===== config.mk =====
export PLATFORM = sky130hd
export DESIGN_NAME = wprm_acc
export DESIGN_NICKNAME = d
export VERILOG_FILES = /design/src/hw/rtl/assert_macros.svh /design/src/hw/rtl/wprm_pkg.sv /design/src/hw/rtl/wprm_acc.sv
export SDC_FILE = /design/constraint.sdc
export NUM_CORES = 1
export LEC_CHECK = 0
export BUFFER_PORTS_ARGS = -buffer_cell sky130_fd_sc_hd__buf_2
export CAP_MARGIN = 25
export CORE_ASPECT_RATIO = 1.1
export CORE_MARGIN = 1
export CORE_UTILIZATION = 58
export CTS_CLUSTER_SIZE = 28
export DETAILED_ROUTE_END_ITERATION = 10
export PLACE_DENSITY = 0.85
export SYNTH_ARGS = -nofsm -noshare
export SYNTH_HDL_FRONTEND = slang
export SYNTH_SLANG_ARGS = --single-unit

===== constraint.sdc =====
create_clock -name clk -period 6.6 [get_ports clk]
set_input_delay 1.65 -clock clk [delete_from_list [all_inputs] [get_ports clk]]
set_output_delay 1.65 -clock clk [all_outputs]
set_load 0.05 [all_outputs]

===== src/hw/rtl/assert_macros.svh =====
// Assertion macros shared by the rate meter RTL.
`ifndef ASSERT_MACROS_SVH
`define ASSERT_MACROS_SVH

// Same-cycle implication, sampled on clk, off while rst_n is low.
`define ASSERT_IMPLIES(label, cond, prop, msg) \
    label: assert property (@(posedge clk) disable iff (!rst_n) (cond) |-> (prop)) \
        else $error(msg);

// Next-cycle implication, sampled on clk, off while rst_n is low.
`define ASSERT_NEXT(label, cond, prop, msg) \
    label: assert property (@(posedge clk) disable iff (!rst_n) (cond) |=> (prop)) \
        else $error(msg);

`endif


===== src/hw/rtl/wprm_pkg.sv =====
// Shared types, constants and helpers of the windowed packet rate meter.
package wprm_pkg;

    localparam int FRAMES_DEF     = 64;
    localparam int DIRECTIONS_DEF = 2;

    localparam logic [15:0] WINDOW_RESET = 16'd1000;
    localparam logic [6:0]  CNT_MAX      = 7'd127;

    localparam logic [1:0] OP_PACKET = 2'd0;
    localparam logic [1:0] OP_BYTES  = 2'd1;
    localparam logic [1:0] OP_QUERY  = 2'd2;

    localparam logic KIND_SNAPSHOT = 1'b0;

    // One ring entry as stored in memory.
    typedef struct packed {
        logic [31:0] ts;
        logic [15:0] pkt;
        logic [31:0] snap;
        logic [31:0] game;
    } entry_t;

    // Sequencer to accumulator control.
    typedef struct packed {
        logic clear;
        logic en;
        logic live;
    } acc_ctl_t;

    function automatic logic [31:0] sat_add32(input logic [31:0] a, input logic [31:0] b);
        logic [32:0] s;
        s = {1'b0, a} + {1'b0, b};
        return s[32] ? 32'hFFFF_FFFF : s[31:0];
    endfunction

endpackage


===== src/hw/rtl/wprm_acc.sv =====
// Window accumulator: timestamp compare plus saturating sums, one entry per cycle.
module wprm_acc #(
    parameter int FRAMES = wprm_pkg::FRAMES_DEF
) (
    input  logic                clk,
    input  wprm_pkg::acc_ctl_t  ctl,
    input  wprm_pkg::entry_t    entry,
    input  logic [31:0]         limit,
    output logic [6:0]          count,
    output logic [31:0]         bytes_sum,
    output logic [31:0]         snap_sum,
    output logic [31:0]         game_sum
);

    localparam int CW = ($clog2(FRAMES + 1) > 7) ? $clog2(FRAMES + 1) : 8;

    logic [CW-1:0] cnt_reg;
    logic [CW-1:0] cnt_next;
    logic [31:0]   bytes_reg;
    logic [31:0]   bytes_next;
    logic [31:0]   snap_reg;
    logic [31:0]   snap_next;
    logic [31:0]   game_reg;
    logic [31:0]   game_next;
    logic          hit;

    // Unwritten entries are masked by live, never by their stored timestamp.
    assign hit = ctl.en && ctl.live && (entry.ts > limit);

    always_comb
    begin
        cnt_next   = cnt_reg;
        bytes_next = bytes_reg;
        snap_next  = snap_reg;
        game_next  = game_reg;
        if (ctl.clear)
        begin
            cnt_next   = '0;
            bytes_next = '0;
            snap_next  = '0;
            game_next  = '0;
        end
        else if (hit)
        begin
            cnt_next   = cnt_reg + 1'b1;
            bytes_next = wprm_pkg::sat_add32(bytes_reg, {16'd0, entry.pkt});
            snap_next  = wprm_pkg::sat_add32(snap_reg, entry.snap);
            game_next  = wprm_pkg::sat_add32(game_reg, entry.game);
        end
    end

    always_ff @(posedge clk)
    begin
        cnt_reg   <= cnt_next;
        bytes_reg <= bytes_next;
        snap_reg  <= snap_next;
        game_reg  <= game_next;
    end

    assign count     = (cnt_reg > CW'(wprm_pkg::CNT_MAX)) ? wprm_pkg::CNT_MAX : cnt_reg[6:0];
    assign bytes_sum = bytes_reg;
    assign snap_sum  = snap_reg;
    assign game_sum  = game_reg;

endmodule


After elaboration in Yosys (flattened, before gate mapping)
Cells that the tools add are included.
- muxes and demuxes: 4
- add/subtract/negate cells: 4
- $lt $le $gt $ge: 2
- reductions and logical operators: 2
- operators with widths (cell ; number):
    two-way mux 32 bit ; 3
    adder 32 x 32 -> 33 bit ; 2
    adder 32 x 16 -> 33 bit ; 1
    > comparator 32 bit ; 1
    adder 8 x 1 -> 8 bit, second input constant ; 1
    > comparator 8 x 7 -> 1 bit, second input constant ; 1
    two-way mux 7 bit ; 1
    logical AND 1 bit ; 2
- output and inout port bits: 103
- flip-flop bits (word level): 104
- input port bits: 148

Depth between registers and ports, before layout
Gate-level depths: netlist (run 1).
- depth after elaboration: 2
- mapped depth: 12
- depth with buffers taken out: 10

Worst setup path before layout (run 1)
No wires, ideal clock.
- path kind: in2reg
- from: input port entry[32] in the netlist's numbering
- to: register snap_reg[15], in the netlist snap_sum[15]
- arrival: 3.888 ns
- stages on the path: 12
- data required time: 6.478 ns
- path slack: 2.590 ns
- cells stage by stage: ha_1 -> fa_1 -> a211oi_2 -> o211ai_1 -> a211o_1 -> and2_1 -> o2111ai_2 -> a31oi_2 -> nor2_2 -> buf_6 -> buf_8 -> a21oi_2
- word-level cells in the longest chain between the ends: 2
- RTL lines (element ; line ; source):
    from (decl) ; wprm_acc.sv:7 ; input wprm_pkg::entry_t entry,
    adder 32 x 32 -> 33 bit ; wprm_pkg.sv:33 ; s = {1'b0, a} + {1'b0, b};
    two-way mux 32 bit ; wprm_pkg.sv:34 ; return s[32] ? 32'hFFFF_FFFF : s[31:0];
    to (signal assigned) ; wprm_acc.sv:56 ; snap_reg <= snap_next;
    to (decl) ; wprm_acc.sv:21 ; logic [31:0] snap_reg;
No other way between the ends.
A chain may end at the register's enable or synchronous reset.

Worst setup path in the final report (run 1)
- from: input port limit[19]
- to: register bytes_reg[31], in the netlist bytes_sum[31]
- word-level cells in the longest chain between the ends: 2
- RTL lines (element ; line ; source):
    from (decl) ; wprm_acc.sv:8 ; input logic [31:0] limit,
    > comparator 32 bit ; wprm_acc.sv:28 ; assign hit = ctl.en && ctl.live && (entry.ts > limit);
    logical AND 1 bit ; wprm_acc.sv:28 ;
    to (signal assigned) ; wprm_acc.sv:55 ; bytes_reg <= bytes_next;
    to (decl) ; wprm_acc.sv:19 ; logic [31:0] bytes_reg;
No other way between the ends.

==> results of run 1 <==
[synth_stat cells (all sizes together), types with 20 or more instances]
library cell / count / area [um^2]
o21ai: 120 / 619.3
nand4: 24 / 150.1
xor2: 30 / 262.8
inv: 62 / 232.7
nand2: 61 / 229.0
a21oi: 148 / 785.8
nor2: 71 / 269.0
and3: 21 / 131.4
ha: 113 / 1414
a21o: 39 / 292.8
o211ai: 20 / 160.2
dfxtp: 104 / 2082
xnor2: 35 / 306.5
clkbuf: 24 / 90.09
a31oi: 27 / 175.2
nor3: 28 / 145.1
[stage by stage]
stage               area [um^2]  utilization (%)  instances
floorplan                  8912                -       1123
global placement          10240            68.00       1531
detailed placement        10240            68.00       1531
CTS                       10510            69.84       1546
global route              10520            69.89       1549
finish                    10520            69.89       1549
[area by class of cell]
class	instances	area [um^2]
fillers	1301	4533
repair buffers	255	1289
multi-input cells	914	6389
diodes	3	7.507
well taps	196	245.2
clock inverters	6	51.30
flip-flops and latches	104	2082
inverters	62	232.7
clock buffers	9	225.2
[worst max path at each step]
stage                    end  depth (start not counted)
2_1_floorplan   snap_sum[15]                         12
3_3_place_gp   bytes_sum[31]                         12
3_5_place_dp   bytes_sum[31]                         10
4_1_cts        bytes_sum[31]                         11
5_1_grt        bytes_sum[23]                         12
6_report       bytes_sum[31]                         11
[power by group through the flow]
stage	Clock (uW)	Sequential, uW	Combinational [uW]
6_report	528	696	718
5_1_grt	558	701	787
4_1_cts	537	695	714
3_5_place_dp	0	710	709
3_3_place_gp	0	708	696
2_1_floorplan	0	824	422
[routing by layer]
metal	global-route usage [%]	share of wire (%)	vias up
met5	0	0	-
met4	13.68	3.6	0
met3	3.979	5.4	65
met2	49.07	47	303
met1	37.75	44	4351
li1	-	-	4639
[logic make-up (layout without fill, tap and decap cells)]
group                    count (synthesis)  count (layout)  share of synthesized area [%]
other                                    0               3                              0
AO/OA/AOI/OAI                          440             440                          31.52
flip-flops                             104             104                          23.36
adder cells (fa/ha/maj)                116             116                          16.54
XOR/XNOR                                65              65                          6.388
multiplexers                             6               6                         0.7020
buffers and inverters                  105             332                          5.166
AND/OR/NAND/NOR                        287             287                          16.33
==> run metrics, run 1 <==
worst-skew pair later-pin latency 360 ps; Syn Area/Cell ~8 um^2; layout cells sized above 1 24.00%; WHS Path Cells 1; cell area after synthesis a little under 9000 um^2; # rows 47; max-slew headroom at the worst pin 36.50%; Final Max Tran Viols 0; setup TNS 0 ps; number of global-route vias before repair around 8500; internal power 1187 uW; unrepaired setup endpoints after global routing false; Hold Vio Cnt, Final 0; Power Total 1942 uW; P_leak 0.005267 uW; CTS hold repair buffers 0; Clk pwr share between 20% and 30%; Synth Warn # 0; CTS sink cnt approximately 100; Nets 1610; Critical path origin limit[19]; via-per-instance ratio 6.041; Final Skew 9.918 ps; num ports 251; Clock Tree Root clkbuf_16; cts repair resizes 0; initial antenna violation count 4; min Tclk post-route 4715 ps; Fmax 212.1 MHz; routed wire length 24200 um; initial cell density of the core between 50% and 60%; logic gate share of total power around 37%; die area approximately 16000 um^2; Port Buf Inserts 250; GP Congestion 0.9310; drt pass-1 iters 5; worst-path fanout max 95; worst path required time 6820 ps; status completed; sequential area share after synthesis about a quarter; R2R cell count 11; area growth from synthesis to layout 18.05%; Net Count, Synth 1387; DR iter-0 viols 589; maxcap violations 0; total CTS buffers 9; count of cell types in the netlist 81; clock slew at reported path FFs 70 ps; CP Data Arrival Time slightly below 5000 ps; FFs w/ async S/R, synth 0%; Sw Ratio 38.89%; CP Launch Type input pin; worst reg2reg startpoint game_sum[0]; min-delay src bytes_sum[16]; NetSw 755.4 uW; final setup fails 0; delay of the slowest cell on the worst path 810 ps; reg2reg end game_sum[30]; fin worst setup slack 1885 ps; Main synth FF type dfxtp_1; final hold slack 500.7 ps; hpwl dp 18690 um; Remaining DRCs 0; commonest non-fill, non-tap cell in the layout buf_2; Total GRT Usage 29.57%; CTS tree yes; Final ANT Viol Nets 0; post-CTS setup buffer count 0; area of the core ~15000 um^2; actual slew at the worst max-slew pin roughly 950 ps; Worst IR Drop VDD 0.1152 mV; detailed-route wire length per cell 15.62 um; most frequent cells in the layout 250 x buf_2, 136 x a21oi_1, 115 x o21ai_0, 113 x ha_1, 104 x dfxtp_1; worst path bufs/invs 3; Yosys reg bits approximately 100; part of the cycle the worst path needs between 70% and 80%; PwrDens 184.6 nW/um^2; pre-CTS setup slack 1553 ps; largest net degree at the start of global routing 96; worst path cell trace buf_2, inv_1, ha_1, nand4_1, nor4_1, nand2_1, o2bb2ai_4, buf_4, o21a_1, and4_4, a211oi_2; Worst setup EP type flop; Die W 120.2 um; worst hold path class reg -> reg; hold endpoint bytes_sum[16]; Synth Instances 1123; chip height 132.0 um; EDFF count, synth 0; Crit Path Class in -> reg; slowest stage cell, crit path buf_4; sequential share of power 35.8%; first-pass GRT wire length 39110 um; R2R Setup Slk 3100 ps; via count 9358; depth of the CTS H-tree 3; CP delay by family, top compound AO/OA/AOI/OAI gates; CTS max path bufs 2; total grt overflow 0
No activity file was read; power rests on OpenSTA's default activity.
==> run 2, diff against run 1 <==
- ABC_AREA: default -> 1
- CORE_UTILIZATION: 58 -> 52
- PLACE_DENSITY: 0.85 -> 0.76
- clock period: 6.6 -> 3.8 ns (I/O delays scaled with it)
==> run metrics, run 2 <==
post-CTS setup buffer count 0 (unchanged); largest net degree at the start of global routing 53 (-45%); first-pass GRT wire length 55770 um (+43%); CP Launch Type input pin; depth of the CTS H-tree 3 (unchanged); synth top area cells nand2_1 27%, dfxtp_1 17%, inv_1 15%; Synth Warn # 0 (unchanged); final core occ 61.02% (-8.9 points); # rows 58 (+23%); FFs w/ async S/R, synth 0% (unchanged); chip height 162.2 um (+23%); post-synth top area share 26.99% (+3.6 points); top-count cell post-synth nand2_1; worst-skew pair later-pin latency 370 ps (about the same); worst path required time 4060 ps (-2760 ps); Hold Vio Cnt, Final 0 (unchanged); clock slew at reported path FFs 80 ps (about the same); num ports 251 (unchanged); Nets 2773 (+72%); unrepaired setup endpoints after global routing false; Final ANT Viol Nets 0 (unchanged); part of the cycle the worst path needs 73.84%; number of global-route vias before repair 12610 (+48%); Synth Instances 2276 (+100%); area growth from synthesis to layout 15.04%; initial cell density of the core 53.04% (-6.2 points); top cells by count, synth 872 x nand2_1, 473 x inv_1, 315 x nor2_1; drt pass-1 iters 5 (unchanged); WHS Path Cells 4 (+3); EDFF count, synth 0 (unchanged); Post-DP Area 13620 um^2 (+33%); commonest non-fill, non-tap cell in the layout nand2_1; routed wire length 33860 um (+40%); sequential area share after synthesis 17.17% (-6.2 points); Clock Tree Root clkbuf_16; die area 23930 um^2 (+51%); maxcap violations 0 (unchanged); CP Data Arrival Time 3060 ps (-1880 ps); Syn Area/Cell 5.327 um^2 (-33%); Die W 147.6 um (+23%); status completed; worst reg2reg startpoint game_sum[0]; area of the core 22860 um^2 (+52%); actual slew at the worst max-slew pin 616.2 ps (-333.5 ps); min-delay src bytes_sum[3]; Port Buf Inserts 250 (unchanged); CTS max path bufs 2 (unchanged); hpwl dp 27480 um (+47%); final setup fails 0 (unchanged); post-route cell area 13950 um^2 (+33%); GP Congestion 0.9649 (+3.6%); reg2reg end game_sum[3]; min Tclk post-route 2806 ps; Worst IR Drop VDD 0.1983 mV (+72%); P_leak 0.009131 uW (+73%); hold endpoint bytes_sum[3]; CTS sink cnt 104 (unchanged); Net Count, Synth 2540 (+83%); Final Max Tran Viols 0 (unchanged); detailed-route wire length per cell 12.03 um (-23%); initial antenna violation count 0 (-4); Fmax 356.4 MHz; R2R Setup Slk 1350 ps (-1750 ps); cts repair resizes 0 (unchanged); Remaining DRCs 0 (unchanged); largest area contributor in the netlist nand2_1; worst-path fanout max 18 (-81%); max-slew headroom at the worst pin 58.92% (+22 points); worst hold path class reg -> reg; Total GRT Usage 28.23% (-1.3 points); count of cell types in the netlist 35 (-57%); DR iter-0 viols 600 (+1.9%); R2R cell count 15 (+4); CTS hold repair buffers 0 (unchanged); via-per-instance ratio 4.880 (-19%); Worst setup EP type flop; diode count 0 (-3); setup TNS 0 ps (unchanged); most frequent cells in the layout 872 x nand2_1, 472 x inv_1, 315 x nor2_1, 250 x buf_2, 146 x nand3_1; layout cells sized above 1 11.89% (-12 points); PwrDens 282.7 nW/um^2 (+53%); cell area after synthesis 12130 um^2 (+36%); CTS tree yes; Yosys reg bits 104 (unchanged); via count 13730 (+47%); total grt overflow 0 (unchanged); Main synth FF type dfxtp_1; total CTS buffers 9 (unchanged); Final Skew 13.69 ps (+3.769 ps); Crit Path Class in -> reg
run 2: routing by layer:
metal	global-route usage, %	part of all wire [%]
met5	0	0
met4	10.82	2.9
met3	3.174	4.9
met2	50.86	47
met1	34.15	45
run 2: logic make-up (layout without fill, tap and decap cells):
kind of cell    count (synthesis)  count (layout)  share of synthesized area, %
buf+inv                       517             755                         17.17
xor+xnor                       36              36                         2.600
simple gates                 1414            1414                         46.97
fa+ha+maj                     116             116                         12.16
compound gates                 89              89                         3.932
flops                         104             104                         17.17
run 2: cell type report:
| cell class | count | area (um^2) |
|---|---|---|
| sequential | 104 | 2082 |
| multi-input combinational | 1655 | 7969 |
| timing repair buffer | 265 | 1414 |
| fill | 2323 | 8910 |
| clock inverter | 6 | 90.09 |
| inverter | 474 | 1780 |
| clock buffer | 10 | 239.0 |
| tap | 300 | 375.4 |
run 2: worst max-delay path by stage:
stage | cells after the start | start | end | slack, ps
after floorplan | 15 | entry[0] | game_sum[3] | 1030
after global placement | 16 | entry[0] | game_sum[2] | 720
after detailed placement | 16 | entry[0] | game_sum[2] | 650
after CTS | 16 | entry[0] | game_sum[3] | 1010
after global routing | 14 | entry[32] | snap_sum[25] | 780
final | 16 | entry[0] | game_sum[3] | 990
run 2: worst max-delay path: stages:
cell and delay (ps):
buf_2 100, ha_1 230, fa_1 430, nand2_1 100, inv_1 50, nand2_1 50
nand2_1 100, nand2_1 80, nand2_1 90, nand2_1 70, nand2_1 100, a21oi_2 160
buf_4 260, nand3_1 110, nor2_1 120, nor2_1 50
run 2: metrics by stage:
| step | setup slack [ps] | instances | total power [uW] | hold WS (ps) |
|---|---|---|---|---|
| finish | 994.1 | 2814 | 3944 | 525.3 |
| global route | 775.6 | 2814 | 4219 | 554.5 |
| CTS | 1008 | 2814 | 3969 | 531.0 |
| detailed placement | 647.9 | 2798 | 2868 | 517.5 |
| global placement | 721.4 | 2798 | 2840 | 511.0 |
| floorplan | 1035 | 2276 | 2467 | 513.9 |
run 2: where the power goes:
part           internal [uW]  leakage [uW]  total (uW)  switching, uW
sequential              1160      0.000849        1230           71.4
clock                    600      0.000159        1090            488
combinational            534       0.00812        1620           1090
total                   2300       0.00913        3940           1650
